File: config.mk
export PLATFORM = sky130hd
export DESIGN_NAME = tls_record_deframer
export DESIGN_NICKNAME = d
export VERILOG_FILES = /design/src/sv/tlsd_pkg.sv /design/src/sv/tls_record_deframer.sv /design/src/sv/tlsd_regs.sv /design/src/sv/tlsd_parser.sv /design/src/sv/tlsd_out_buf.sv
export SDC_FILE = /design/constraint.sdc
export NUM_CORES = 1
export LEC_CHECK = 0
export ABC_AREA = 1
export BUFFER_PORTS_ARGS = -buffer_cell sky130_fd_sc_hd__buf_2
export CORE_UTILIZATION = 50
export CTS_CLUSTER_DIAMETER = 50
export DETAILED_ROUTE_END_ITERATION = 8
export HOLD_SLACK_MARGIN = 0.1
export PLACE_DENSITY = 0.8
export SYNTH_ARGS = -nofsm -noshare
export SYNTH_HDL_FRONTEND = slang
export SYNTH_SLANG_ARGS = --single-unit
export TNS_END_PERCENT = 5
File: constraint.sdc
create_clock -name i_clk -period 3.9 [get_ports i_clk]
set_input_delay 0.195 -clock i_clk [delete_from_list [all_inputs] [get_ports i_clk]]
set_output_delay 0.195 -clock i_clk [all_outputs]
set_load 0.005 [all_outputs]
File: src/sv/tlsd_pkg.sv
// ============================================================================
// tlsd_pkg
// Types, codes and defaults shared by the record deframer modules.
// ============================================================================
`timescale 1ns / 1ps

package tlsd_pkg;

    // Fixed widths of the record fields and state.
    localparam int POS_W   = 15;
    localparam int LEN_W   = 16;
    localparam int MAXP_W  = 15;
    localparam int BYTE_W  = 8;

    localparam int HEADER_LEN = 5;

    // Defaults for the module parameters.
    localparam int NONCE_BYTES_DEF     = 12;
    localparam int TAG_BYTES_DEF       = 16;
    localparam int MAX_RECORD_BODY_DEF = 16640;

    // Register reset values.
    localparam logic [BYTE_W-1:0] RECORD_TYPE_RST   = 8'd23;
    localparam logic [BYTE_W-1:0] VERSION_MAJOR_RST = 8'd3;
    localparam logic [BYTE_W-1:0] VERSION_MINOR_RST = 8'd3;
    localparam logic [MAXP_W-1:0] MAX_PAYLOAD_RST   = 15'd16384;

    // APB address and data widths.
    localparam int ADDR_W = 4;
    localparam int DATA_W = 32;

    typedef enum logic [1:0] {
        REG_RECORD_TYPE   = 2'd0,
        REG_VERSION_MAJOR = 2'd1,
        REG_VERSION_MINOR = 2'd2,
        REG_MAX_PAYLOAD   = 2'd3
    } t_reg_idx;

    typedef enum logic [1:0] {
        SEC_HEADER     = 2'd0,
        SEC_NONCE      = 2'd1,
        SEC_CIPHERTEXT = 2'd2,
        SEC_TAG        = 2'd3
    } t_section;

    typedef enum logic [1:0] {
        ST_OK      = 2'd0,
        ST_BAD_HDR = 2'd1,
        ST_DROPPED = 2'd2
    } t_status;

    typedef struct packed {
        logic [BYTE_W-1:0] record_type;
        logic [BYTE_W-1:0] version_major;
        logic [BYTE_W-1:0] version_minor;
        logic [MAXP_W-1:0] max_payload;
    } t_cfg;

    typedef struct packed {
        logic [BYTE_W-1:0] out_byte;
        t_section          section;
        logic              frame_last;
        t_status           status;
    } t_result;

endpackage

File: src/sv/tls_record_deframer.sv
// ============================================================================
// tls_record_deframer
// An accepted byte is registered in the output buffer before it reaches the outputs.
// Throughput: one byte per cycle while the consumer keeps up; the two-entry output
// buffer takes one more byte into its skid register after the consumer stalls, then holds ready low until it drains.
// Reset (synchronous, active low) returns to the start of a header, reopens the
// stream and loads the register defaults; no clearing pass is needed.
// ============================================================================
`timescale 1ns / 1ps

module tls_record_deframer
    import tlsd_pkg::*;
#(
    parameter int NONCE_BYTES     = NONCE_BYTES_DEF,
    parameter int TAG_BYTES       = TAG_BYTES_DEF,
    parameter int MAX_RECORD_BODY = MAX_RECORD_BODY_DEF
)(
    input  logic              i_clk,
    input  logic              i_rst_n,

    // Configuration port.
    input  logic              psel,
    input  logic              penable,
    input  logic              pwrite,
    input  logic [ADDR_W-1:0] paddr,
    input  logic [DATA_W-1:0] pwdata,
    output logic [DATA_W-1:0] prdata,
    output logic              pready,

    // Incoming byte stream.
    input  logic              i_data_valid,
    output logic              o_data_ready,
    input  logic [BYTE_W-1:0] i_data_byte,

    // Tagged byte stream.
    output logic              o_out_valid,
    input  logic              i_out_ready,
    output logic [BYTE_W-1:0] o_out_byte,
    output logic [1:0]        o_section,
    output logic              o_frame_last,
    output logic [1:0]        o_status
);

    // Each request on the input side is classified in the same cycle it is
    // accepted: the parser looks at the byte together with its position state
    // and produces the section, end-of-record mark and status. The parser state
    // advances at that same edge, and the result is captured by the output
    // buffer, so consecutive bytes can follow each other every cycle while the buffer has room.

    t_cfg    cfg;
    t_result parse_res;
    t_result out_res;
    logic    in_accept;
    logic    stream_closed;

    assign in_accept = i_data_valid && o_data_ready;

    tlsd_regs u_regs (
        .i_clk   (i_clk),
        .i_rst_n (i_rst_n),
        .psel    (psel),
        .penable (penable),
        .pwrite  (pwrite),
        .paddr   (paddr),
        .pwdata  (pwdata),
        .prdata  (prdata),
        .pready  (pready),
        .o_cfg   (cfg)
    );

    // The header check runs on the fifth header byte. A failed check marks that
    // byte as an invalid header and closes the stream; from then on every byte
    // is reported as dropped until reset.
    tlsd_parser #(
        .NONCE_BYTES     (NONCE_BYTES),
        .TAG_BYTES       (TAG_BYTES),
        .MAX_RECORD_BODY (MAX_RECORD_BODY)
    ) u_parser (
        .i_clk       (i_clk),
        .i_rst_n     (i_rst_n),
        .i_accept    (in_accept),
        .i_data_byte (i_data_byte),
        .i_cfg       (cfg),
        .o_result    (parse_res),
        .o_closed    (stream_closed)
    );

    // The output buffer decouples the input ready from the consumer's ready,
    // so the input never waits combinationally on the output side.
    tlsd_out_buf u_out_buf (
        .i_clk   (i_clk),
        .i_rst_n (i_rst_n),
        .i_valid (i_data_valid),
        .o_ready (o_data_ready),
        .i_data  (parse_res),
        .o_valid (o_out_valid),
        .i_ready (i_out_ready),
        .o_data  (out_res)
    );

    assign o_out_byte   = out_res.out_byte;
    assign o_section    = out_res.section;
    assign o_frame_last = out_res.frame_last;
    assign o_status     = out_res.status;

`ifndef SYNTH
    // Once closed, the stream stays closed until reset.
    a_closed_sticky: assert property (@(posedge i_clk) disable iff (!i_rst_n)
        stream_closed |=> stream_closed)
        else $error("stream reopened without reset");

    // The input can only be held off while a result is waiting at the output.
    a_stall_needs_output: assert property (@(posedge i_clk) disable iff (!i_rst_n)
        !o_data_ready |-> o_out_valid)
        else $error("input stalled with an empty output stage");

    // The end of a record is always a tag byte of an accepted record.
    a_last_is_tag: assert property (@(posedge i_clk) disable iff (!i_rst_n)
        (o_out_valid && o_frame_last) |-> (o_status == ST_OK && o_section == SEC_TAG))
        else $error("frame end outside a tag byte");

    // Dropped and rejected bytes carry no section and no frame end.
    a_err_fields: assert property (@(posedge i_clk) disable iff (!i_rst_n)
        (o_out_valid && (o_status == ST_DROPPED || o_status == ST_BAD_HDR))
            |-> (o_section == SEC_HEADER && !o_frame_last))
        else $error("error byte carries section or frame end");
`endif

endmodule

File: src/sv/tlsd_regs.sv
// ============================================================================
// tlsd_regs
// APB register bank holding the expected header values and payload limit.
// ============================================================================
`timescale 1ns / 1ps

module tlsd_regs
    import tlsd_pkg::*;
(
    input  logic              i_clk,
    input  logic              i_rst_n,
    input  logic              psel,
    input  logic              penable,
    input  logic              pwrite,
    input  logic [ADDR_W-1:0] paddr,
    input  logic [DATA_W-1:0] pwdata,
    output logic [DATA_W-1:0] prdata,
    output logic              pready,
    output t_cfg              o_cfg
);

    t_cfg     r_cfg;
    t_cfg     n_cfg;
    t_reg_idx reg_idx;
    logic     wr_en;

    assign pready  = 1'b1;
    assign wr_en   = psel && penable && pwrite;
    assign reg_idx = t_reg_idx'(paddr[3:2]);

    always_comb begin
        n_cfg = r_cfg;
        if (wr_en) begin
            unique case (reg_idx)
                REG_RECORD_TYPE:   n_cfg.record_type   = pwdata[BYTE_W-1:0];
                REG_VERSION_MAJOR: n_cfg.version_major = pwdata[BYTE_W-1:0];
                REG_VERSION_MINOR: n_cfg.version_minor = pwdata[BYTE_W-1:0];
                REG_MAX_PAYLOAD:   n_cfg.max_payload   = pwdata[MAXP_W-1:0];
                default:           n_cfg = r_cfg;
            endcase
        end
    end

    always_comb begin
        unique case (reg_idx)
            REG_RECORD_TYPE:   prdata = DATA_W'(r_cfg.record_type);
            REG_VERSION_MAJOR: prdata = DATA_W'(r_cfg.version_major);
            REG_VERSION_MINOR: prdata = DATA_W'(r_cfg.version_minor);
            REG_MAX_PAYLOAD:   prdata = DATA_W'(r_cfg.max_payload);
            default:           prdata = '0;
        endcase
    end

    always_ff @(posedge i_clk) begin
        if (!i_rst_n) begin
            r_cfg.record_type   <= RECORD_TYPE_RST;
            r_cfg.version_major <= VERSION_MAJOR_RST;
            r_cfg.version_minor <= VERSION_MINOR_RST;
            r_cfg.max_payload   <= MAX_PAYLOAD_RST;
        end else begin
            r_cfg <= n_cfg;
        end
    end

    assign o_cfg = r_cfg;

endmodule

File: src/sv/tlsd_parser.sv
// ============================================================================
// tlsd_parser
// Record position tracking, header checks and per-byte classification.
// ============================================================================
`timescale 1ns / 1ps

module tlsd_parser
    import tlsd_pkg::*;
#(
    parameter int NONCE_BYTES     = NONCE_BYTES_DEF,
    parameter int TAG_BYTES       = TAG_BYTES_DEF,
    parameter int MAX_RECORD_BODY = MAX_RECORD_BODY_DEF
)(
    input  logic              i_clk,
    input  logic              i_rst_n,
    input  logic              i_accept,
    input  logic [BYTE_W-1:0] i_data_byte,
    input  t_cfg              i_cfg,
    output t_result           o_result,
    output logic              o_closed
);

    localparam logic [LEN_W:0]   OVERHEAD = (LEN_W+1)'(NONCE_BYTES + TAG_BYTES);
    localparam logic [LEN_W:0]   MAX_BODY = (LEN_W+1)'(MAX_RECORD_BODY);
    localparam logic [LEN_W-1:0] NONCE_L  = LEN_W'(NONCE_BYTES);
    localparam logic [LEN_W-1:0] TAG_L    = LEN_W'(TAG_BYTES);
    localparam logic [POS_W-1:0] HDR_LAST = POS_W'(HEADER_LEN - 1);

    logic [POS_W-1:0]  r_pos,      n_pos;
    logic              r_mismatch, n_mismatch;
    logic [BYTE_W-1:0] r_len_high, n_len_high;
    logic [LEN_W-1:0]  r_body_len, n_body_len;
    logic              r_closed,   n_closed;

    logic [LEN_W-1:0]  hdr_len;
    logic [LEN_W:0]    len_limit;
    logic [LEN_W-1:0]  pos_ext;
    logic [LEN_W-1:0]  pos_next;
    logic [LEN_W-1:0]  tag_start;
    logic              bad;

    assign hdr_len   = {r_len_high, i_data_byte};
    assign len_limit = (LEN_W+1)'(i_cfg.max_payload) + OVERHEAD;
    assign pos_ext   = LEN_W'(r_pos);
    assign pos_next  = pos_ext + 1'b1;
    assign tag_start = r_body_len - TAG_L;

    always_comb begin
        n_pos      = r_pos;
        n_mismatch = r_mismatch;
        n_len_high = r_len_high;
        n_body_len = r_body_len;
        n_closed   = r_closed;
        bad        = 1'b0;

        o_result.out_byte   = i_data_byte;
        o_result.section    = SEC_HEADER;
        o_result.frame_last = 1'b0;
        o_result.status     = ST_OK;

        if (r_closed) begin
            o_result.status = ST_DROPPED;
        end else if (r_body_len == '0) begin
            case (r_pos)
                POS_W'(0): n_mismatch = (i_data_byte != i_cfg.record_type);
                POS_W'(1): n_mismatch = r_mismatch || (i_data_byte != i_cfg.version_major);
                POS_W'(2): n_mismatch = r_mismatch || (i_data_byte != i_cfg.version_minor);
                POS_W'(3): n_len_high = i_data_byte;
                default:   n_mismatch = r_mismatch;
            endcase
            if (r_pos >= HDR_LAST) begin
                // Fifth header byte: the full length is now known.
                bad = n_mismatch
                    || ({1'b0, hdr_len} < OVERHEAD)
                    || ({1'b0, hdr_len} > len_limit)
                    || ({1'b0, hdr_len} > MAX_BODY);
                n_pos = '0;
                if (bad) begin
                    o_result.status = ST_BAD_HDR;
                    n_closed        = 1'b1;
                end else begin
                    n_body_len = hdr_len;
                end
            end else begin
                n_pos = r_pos + 1'b1;
            end
        end else begin
            if (pos_ext < NONCE_L) begin
                o_result.section = SEC_NONCE;
            end else if (pos_ext >= tag_start) begin
                o_result.section = SEC_TAG;
            end else begin
                o_result.section = SEC_CIPHERTEXT;
            end
            if (pos_next >= r_body_len) begin
                o_result.frame_last = 1'b1;
                n_pos               = '0;
                n_body_len          = '0;
                n_mismatch          = 1'b0;
            end else begin
                n_pos = pos_next[POS_W-1:0];
            end
        end
    end

    always_ff @(posedge i_clk) begin
        if (!i_rst_n) begin
            r_pos      <= '0;
            r_mismatch <= 1'b0;
            r_len_high <= '0;
            r_body_len <= '0;
            r_closed   <= 1'b0;
        end else if (i_accept) begin
            r_pos      <= n_pos;
            r_mismatch <= n_mismatch;
            r_len_high <= n_len_high;
            r_body_len <= n_body_len;
            r_closed   <= n_closed;
        end
    end

    assign o_closed = r_closed;

endmodule

File: src/sv/tlsd_out_buf.sv
// ============================================================================
// tlsd_out_buf
// Two-entry output buffer: result register plus skid register.
// ============================================================================
`timescale 1ns / 1ps

module tlsd_out_buf
    import tlsd_pkg::*;
(
    input  logic    i_clk,
    input  logic    i_rst_n,
    input  logic    i_valid,
    output logic    o_ready,
    input  t_result i_data,
    output logic    o_valid,
    input  logic    i_ready,
    output t_result o_data
);

    logic    r_out_valid;
    logic    r_skid_valid;
    t_result r_out;
    t_result r_skid;
    logic    out_free;
    logic    in_accept;

    assign o_ready   = !r_skid_valid;
    assign in_accept = i_valid && o_ready;
    assign out_free  = !r_out_valid || i_ready;

    always_ff @(posedge i_clk) begin
        if (!i_rst_n) begin
            r_out_valid  <= 1'b0;
            r_skid_valid <= 1'b0;
        end else if (out_free) begin
            r_out_valid  <= r_skid_valid || in_accept;
            r_skid_valid <= 1'b0;
        end else if (in_accept) begin
            r_skid_valid <= 1'b1;
        end
    end

    always_ff @(posedge i_clk) begin
        if (out_free) begin
            r_out <= r_skid_valid ? r_skid : i_data;
        end else if (in_accept) begin
            r_skid <= i_data;
        end
    end

    assign o_valid = r_out_valid;
    assign o_data  = r_out;

endmodule

==> results of run 1 <==
==> kinds of logic after synthesis <==
family,Yosys count,share of synthesized area
AND/OR/NAND/NOR,420,0.278
buffers and inverters,153,0.0986
AO/OA/AOI/OAI,144,0.118
flip-flops,108,0.354
adder cells (fa/ha/maj),53,0.0970
XOR/XNOR,41,0.0525
other,2,0.00110
==> power by group <==
part	switching, mW	internal (mW)
sequential	0.0645	1.28
clock	0.454	0.447
combinational	1.57	0.827
total	2.08	2.56
==> through the flow <==
step,cells,hold WS [ns]
floorplan,937,0.294
global placement,1140,0.422
detailed placement,1140,0.427
CTS,1157,0.107
global route,1158,0.123
finish,1158,0.113
==> state kept, by name, indices dropped and copies added (netlist names) <==
name	count
u_out_buf.o_data	13
u_out_buf.o_valid	1
u_out_buf.r_skid	13
u_out_buf.r_skid_valid	1
u_parser.o_closed	1
u_parser.r_body_len	16
u_parser.r_len_high	8
u_parser.r_mismatch	1
u_parser.r_pos	15
u_regs.o_cfg	39
==> final timing paths <==
| path | end | slack [ns] | cells after the start |
|---|---|---|---|
| max | u_out_buf.o_data[0] | 0.44 | 18 |
| max reg2reg | u_out_buf.o_data[0] | 0.44 | 18 |
| min | u_regs.o_cfg[34] | 0.11 | 3 |
| min reg2reg | u_parser.r_mismatch | 0.49 | 2 |
==> Yosys cell counts (6+ instances only) <==
master and instances:
nand2_1 180, nor2_1 116, inv_1 107, dfxtp_1 82, a21oi_1 60, ha_1 53
o21ai_0 52, nand3_1 47, edfxtp_1 26, xor2_1 25, nand4_1 23, nand2_2 20
buf_4 19, xnor2_1 16, clkbuf_1 13, a211oi_1 11, nand3b_1 7, o2111ai_1 7
nor3_1 6
==> timing repair <==
action,CTS,global route
setup buffers,0,0
setup endpoints to repair,0,29
gates resized for setup,0,9
hold buffers,1,0
endpoints found under the hold margin,1,0
==> worst reg2reg max path: cells and delay by family (launching register included) <==
family,cells,cell delay [ns]
flip-flops,1,0.34
XOR/XNOR,1,0.16
AND/OR/NAND/NOR,10,1.43
adder cells (fa/ha/maj),2,0.54
AO/OA/AOI/OAI,3,0.56
buffers and inverters,2,0.15
==> per-layer routing <==
metal / share of wire / track usage / vias up
met2: 0.47 / 0.404 / 195
met4: 0.013 / 0.0585 / 0
li1: - / - / 3111
met3: 0.068 / 0.0412 / 21
met1: 0.45 / 0.310 / 2827
met5: 0 / 0 / -
==> area by class of cell <==
| cell class | instances | area (sq um) |
|---|---|---|
| Clock inverter | 6 | 57.6 |
| Tap cell | 176 | 220 |
| Fill cell | 1219 | 5720 |
| Inverter | 112 | 420 |
| Multi-Input combinational cell | 677 | 3850 |
| Timing Repair Buffer | 69 | 368 |
| Sequential cell | 108 | 2420 |
| Clock buffer | 10 | 229 |
==> impl_metrics.csv, run 1 <==
group,metric,value,unit
synth,post-synth-top-area-cell,"dfxtp_1",
synth,synth_top_area_share,0.240,
worst_setup_path,cpMaxStageDelayCell,"dfxtp_1",
worst_setup_path,critPathKind,"reg -> reg",
die,core,13300,sq um
power_and_ir_drop,finalPower,4.64,mW
final_layout,final_core_util,0.569,
route,antenna_left,0,
synth,async_flop_share,0,
place,post_dp_cell_area,7220,sq um
die,ios,99,
final_layout,final_cell_area,7570,sq um
sta,setup_slack,0.440,ns
cts,cts_inserted_buffers,9,
power_and_ir_drop,ir_worst_vdd,0.374,mV
cts,cts_tree,"built",
cts,clkSlewWorstSetupHoldPaths,0.08,ns
sta,finalHoldViolations,0,
worst_setup_path,crit_chain,"inv_1 > ha_1 > a21oi_1 > nand3_1 > nor4_2 > nand3_1 > xor2_1 > ha_1 > nand3_1 > inv_1 > a211oi_1 > nand3_1 > nand2_1 > nand3_1 > nand2_2 > nand2_1 > nand3_1 > o21ai_0",
synth,netlist_instances,921,
route,vias_per_cell,5.31,
final_layout,final_cell_mix,"nand2_1 (180), nor2_1 (113), inv_1 (107)",
die,die_x,119,um
synth,synth-edff-count,26,
route,vias,6154,
synth,synthTopCellsByArea,"dfxtp_1 (24%), edfxtp_1 (11%), nand2_1 (9.9%)",
route,routed_wirelength,16200,um
outcome,status,"finished clean",
flow_run,maxCapViolCount,0,
global_route,antenna_found_initial,0,
cts,cts_root_buffer,"clkbuf_16",
synth,synth_area_per_cell,7.42,sq um
worst_setup_path,cp_common_cell,"nand3_1",
cts,clock-sinks,108,
die,die_y,119,um
final_layout,area_growth,10.7,%
worst_setup_path,r2r-start,"u_regs.o_cfg[2]",
power_and_ir_drop,p_leak,3.43,nW
global_route,grt_pass1_wl,26800,um
route,post-route-drc-count,0,
sta,finalSetupViolCount,0,
place,place_congestion,0.887,
synth,synthDistinctLibCells,42,
die,initial_core_util,0.514,
cts,htree_num_levels,3,
power_and_ir_drop,power_density,613,nW/um^2
final_layout,final_nets,1081,
worst_setup_path,path_max_fanout,10,
place,hpwl,12400,um
sta,rsz0062_at_grt,"false",
cts,cts_max_path_buffers,2,
worst_setup_path,required,3.97,ns
die,die_area,14100,sq um
route,wl_per_cell,14.0,um
sta,fin_worst_skew,0.0129,ns
worst_setup_path,cp.arrival,3.53,ns
synth,yosysWarnings,0,
synth,syn_area,6840,sq um
route,dr.pass1.iters,5,
global_route,grt_pass1_vias,5605,
synth,synth-seq-area-share,0.354,
final_layout,drive_above_1_share,0.135,
sta,slew_headroom,0.279,
worst_setup_path,crit_path_end_kind,"flop",
worst_setup_path,cpLargestDelayFamily,"simple AND/OR/NAND/NOR gates",
global_route,grt_use_total,0.237,
sta,fmaxAchievable,289,MHz
worst_setup_path,slowest_delay,0.34,ns
worst_setup_path,start_kind,"flop",
sta,tightest_slew,1.08,ns
die,placement_rows,42,
cts,insertion_delay,0.36,ns
worst_setup_path,crit_start,"u_regs.o_cfg[2]",
final_layout,n_antenna_cell,0,
final_layout,mostFrequentLayoutCell,"nand2_1",
min_path,hp-start,"pwdata[3]",
synth,yosys_most_used_dff,"dfxtp_1",
worst_setup_path,cp_num_buf_inv,2,
place,portBuffers,61,
synth,ys_ff_latch,108,
sta,fin_crit_sh,0.887,
route,drt-initial-drc-count,338,
sta,finalSetupTns,0,ns
place,preCtsSetupSlack,0.180,ns
sta,finalMaxSlewViolations,0,
global_route,grt_overflow,0,
min_path,hold_class,"in -> reg",
sta,min_period,3.46,ns
global_route,grt_max_degree,29,
Power figures use the tool's default switching activity.
==> run 2, diff against run 1 <==
Clock period 3.9 ns to 3.71 ns, I/O delays scaled along.
==> run 2 against run 1 <==
Net effect: fmax hardly changed; register-to-register slack worse by 0.19 ns; critical path depth is 1 higher; sequential share of layout area decreased by 0.61 points; hold slack worse by 0.016 ns; via count increased by 1.3%; first-iteration DRC count is 25% higher; cell area is 2.1% higher; count of clock-buffer cells in the layout unchanged; routed wire length rose by 2.5%; sequential power is 5% higher; flip-flop and latch count stayed put; largest cell class unchanged; largest power group unchanged.
==> impl_metrics.csv, run 2 (synthesis gave the netlist of run 1 again) <==
group,metric,value,unit
place,portBuffers,61,
final_layout,largest_reg_flops,39,
power_and_ir_drop,finalPower,5.00,mW
min_path,hold_class,"in -> reg",
sta,tightest_slew,1.03,ns
sta,finalMaxSlewViolations,0,
die,initial_core_util,0.514,
power_and_ir_drop,p_comb_frac,0.512,
place,hpwl,12400,um
global_route,antenna_found_initial,0,
cts,clock-sinks,108,
die,placement_rows,42,
outcome,status,"finished clean",
global_route,grt_pass1_wl,27600,um
power_and_ir_drop,p_clk_frac,0.204,
cts,clkSlewWorstSetupHoldPaths,0.08,ns
cts,htree_num_levels,3,
power_and_ir_drop,p_leak,3.50,nW
global_route,use_met1,0.319,
global_route,grt_use_total,0.244,
power_and_ir_drop,power_density,647,nW/um^2
cts,insertion_delay,0.36,ns
global_route,grt_overflow,0,
global_route,grt.busiest_layer,"met2",
worst_setup_path,path_max_fanout,15,
final_layout,drive_above_1_share,0.150,
route,dr.pass1.iters,5,
cts,cts_root_buffer,"clkbuf_16",
sta,fin_crit_sh,0.933,
global_route,grt_util_met3,0.0527,
route,post-route-drc-count,0,
sta,finalHoldViolations,0,
sta,fin_worst_skew,0.0130,ns
route,vias_per_cell,5.32,
power_and_ir_drop,switching_share,0.434,
final_layout,final_nets,1096,
worst_setup_path,cp.arrival,3.72,ns
flow_run,maxCapViolCount,0,
route,routed_wirelength,16600,um
route,vias,6235,
place,place_congestion,0.906,
final_layout,area_growth,13.1,%
die,die_area,14100,sq um
global_route,met2_usage,0.404,
die,die_x,119,um
power_and_ir_drop,p_sw,2.17,mW
route,drt-initial-drc-count,423,
sta,slew_headroom,0.310,
power_and_ir_drop,p_seq_frac,0.285,
worst_setup_path,critPathKind,"reg -> reg",
global_route,grt_max_degree,56,
worst_setup_path,required,3.97,ns
place,preCtsSetupSlack,0.130,ns
power_and_ir_drop,ir_worst_vdd,0.457,mV
sta,setup_slack,0.249,ns
die,core,13300,sq um
worst_setup_path,crit_path_end_kind,"flop",
final_layout,n_antenna_cell,0,
sta,fmaxAchievable,289,MHz
die,ios,99,
global_route,grt_pass1_vias,5766,
cts,cts_tree,"built",
die,die_y,119,um
power_and_ir_drop,internal_power,2.83,mW
sta,finalSetupViolCount,0,
sta,min_period,3.46,ns
final_layout,final_cell_mix,"nand2_1 (180), nor2_1 (114), inv_1 (107)",
final_layout,mostFrequentLayoutCell,"nand2_1",
cts,cts_inserted_buffers,9,
route,wl_per_cell,14.2,um
worst_setup_path,start_kind,"flop",
cts,cts_max_path_buffers,2,
route,antenna_left,0,
-- run 2: through the flow --
step                utilization  hold slack (ns)  setup TNS, ns  cells  area [sq um]
floorplan                     -            0.284              0    937          6900
CTS                       0.577            0.102              0   1171          7670
finish                    0.581           0.0978              0   1173          7730
global route              0.581            0.104        -0.0191   1173          7730
global placement          0.550            0.404              0   1150          7310
detailed placement        0.550            0.415              0   1150          7310
-- run 2: power by group through the flow --
stage          combinational, mW  clock, mW  sequential (mW)
2_1_floorplan               1.93          0             1.43
3_3_place_gp                2.45          0             1.44
3_5_place_dp                2.52          0             1.45
4_1_cts                     2.54       1.02             1.42
5_1_grt                     2.92       1.07             1.44
6_report                    2.56       1.02             1.42
-- run 2: final timing paths --
path	slack, ns	cells past startpoint	endpoint	from
worst max register to register	0.25	19	u_parser.r_pos[0]	u_parser.r_pos[1]
worst min-delay path	0.1	3	u_regs.o_cfg[11]	pwdata[11]
worst max-delay path	0.25	19	u_parser.r_pos[0]	u_parser.r_pos[1]
worst min register to register	0.49	0	u_out_buf.r_skid[1]	u_parser.o_closed
-- run 2: layer usage --
layer / share of wire / wire length (um) / up-vias
li1: - / - / 3136
met3: 0.066 / 1100 / 30
met1: 0.45 / 7480 / 2850
met4: 0.017 / 278 / 0
met5: 0 / 0 / -
met2: 0.47 / 7740 / 219
-- run 2: timing repair --
action                                  CTS  global route
endpoints found under the setup margin    0            33
resized for setup                         0            13
hold endpoints to repair                  5             0
buffers inserted                          0             2
hold buffers                              5             0
-- run 2: cell type report --
cell class              count  area (sq um)
fillers                  1222          5560
multi-input cells         676          3840
flip-flops and latches    108          2430
repair buffers             85           510
inverters                 112           420
clock buffers              10           229
well taps                 176           220
clock inverters             6          82.6
-- run 2: critical path, cell delays in order, from the launching register on --
cell      delay, ns
dfxtp_2        0.37
inv_1          0.09
nor2_2         0.17
nand3_1        0.15
nor2_2         0.19
nand3_2        0.12
nor2_1         0.13
nand2_1        0.10
nor2_1         0.13
xor2_1         0.24
ha_1           0.29
a41oi_1        0.20
o21ai_0        0.15
a21oi_2        0.17
nand4_1        0.13
buf_4          0.19
a21oi_2        0.18
buf_12         0.18
nor2_1         0.04
a211oi_1       0.15
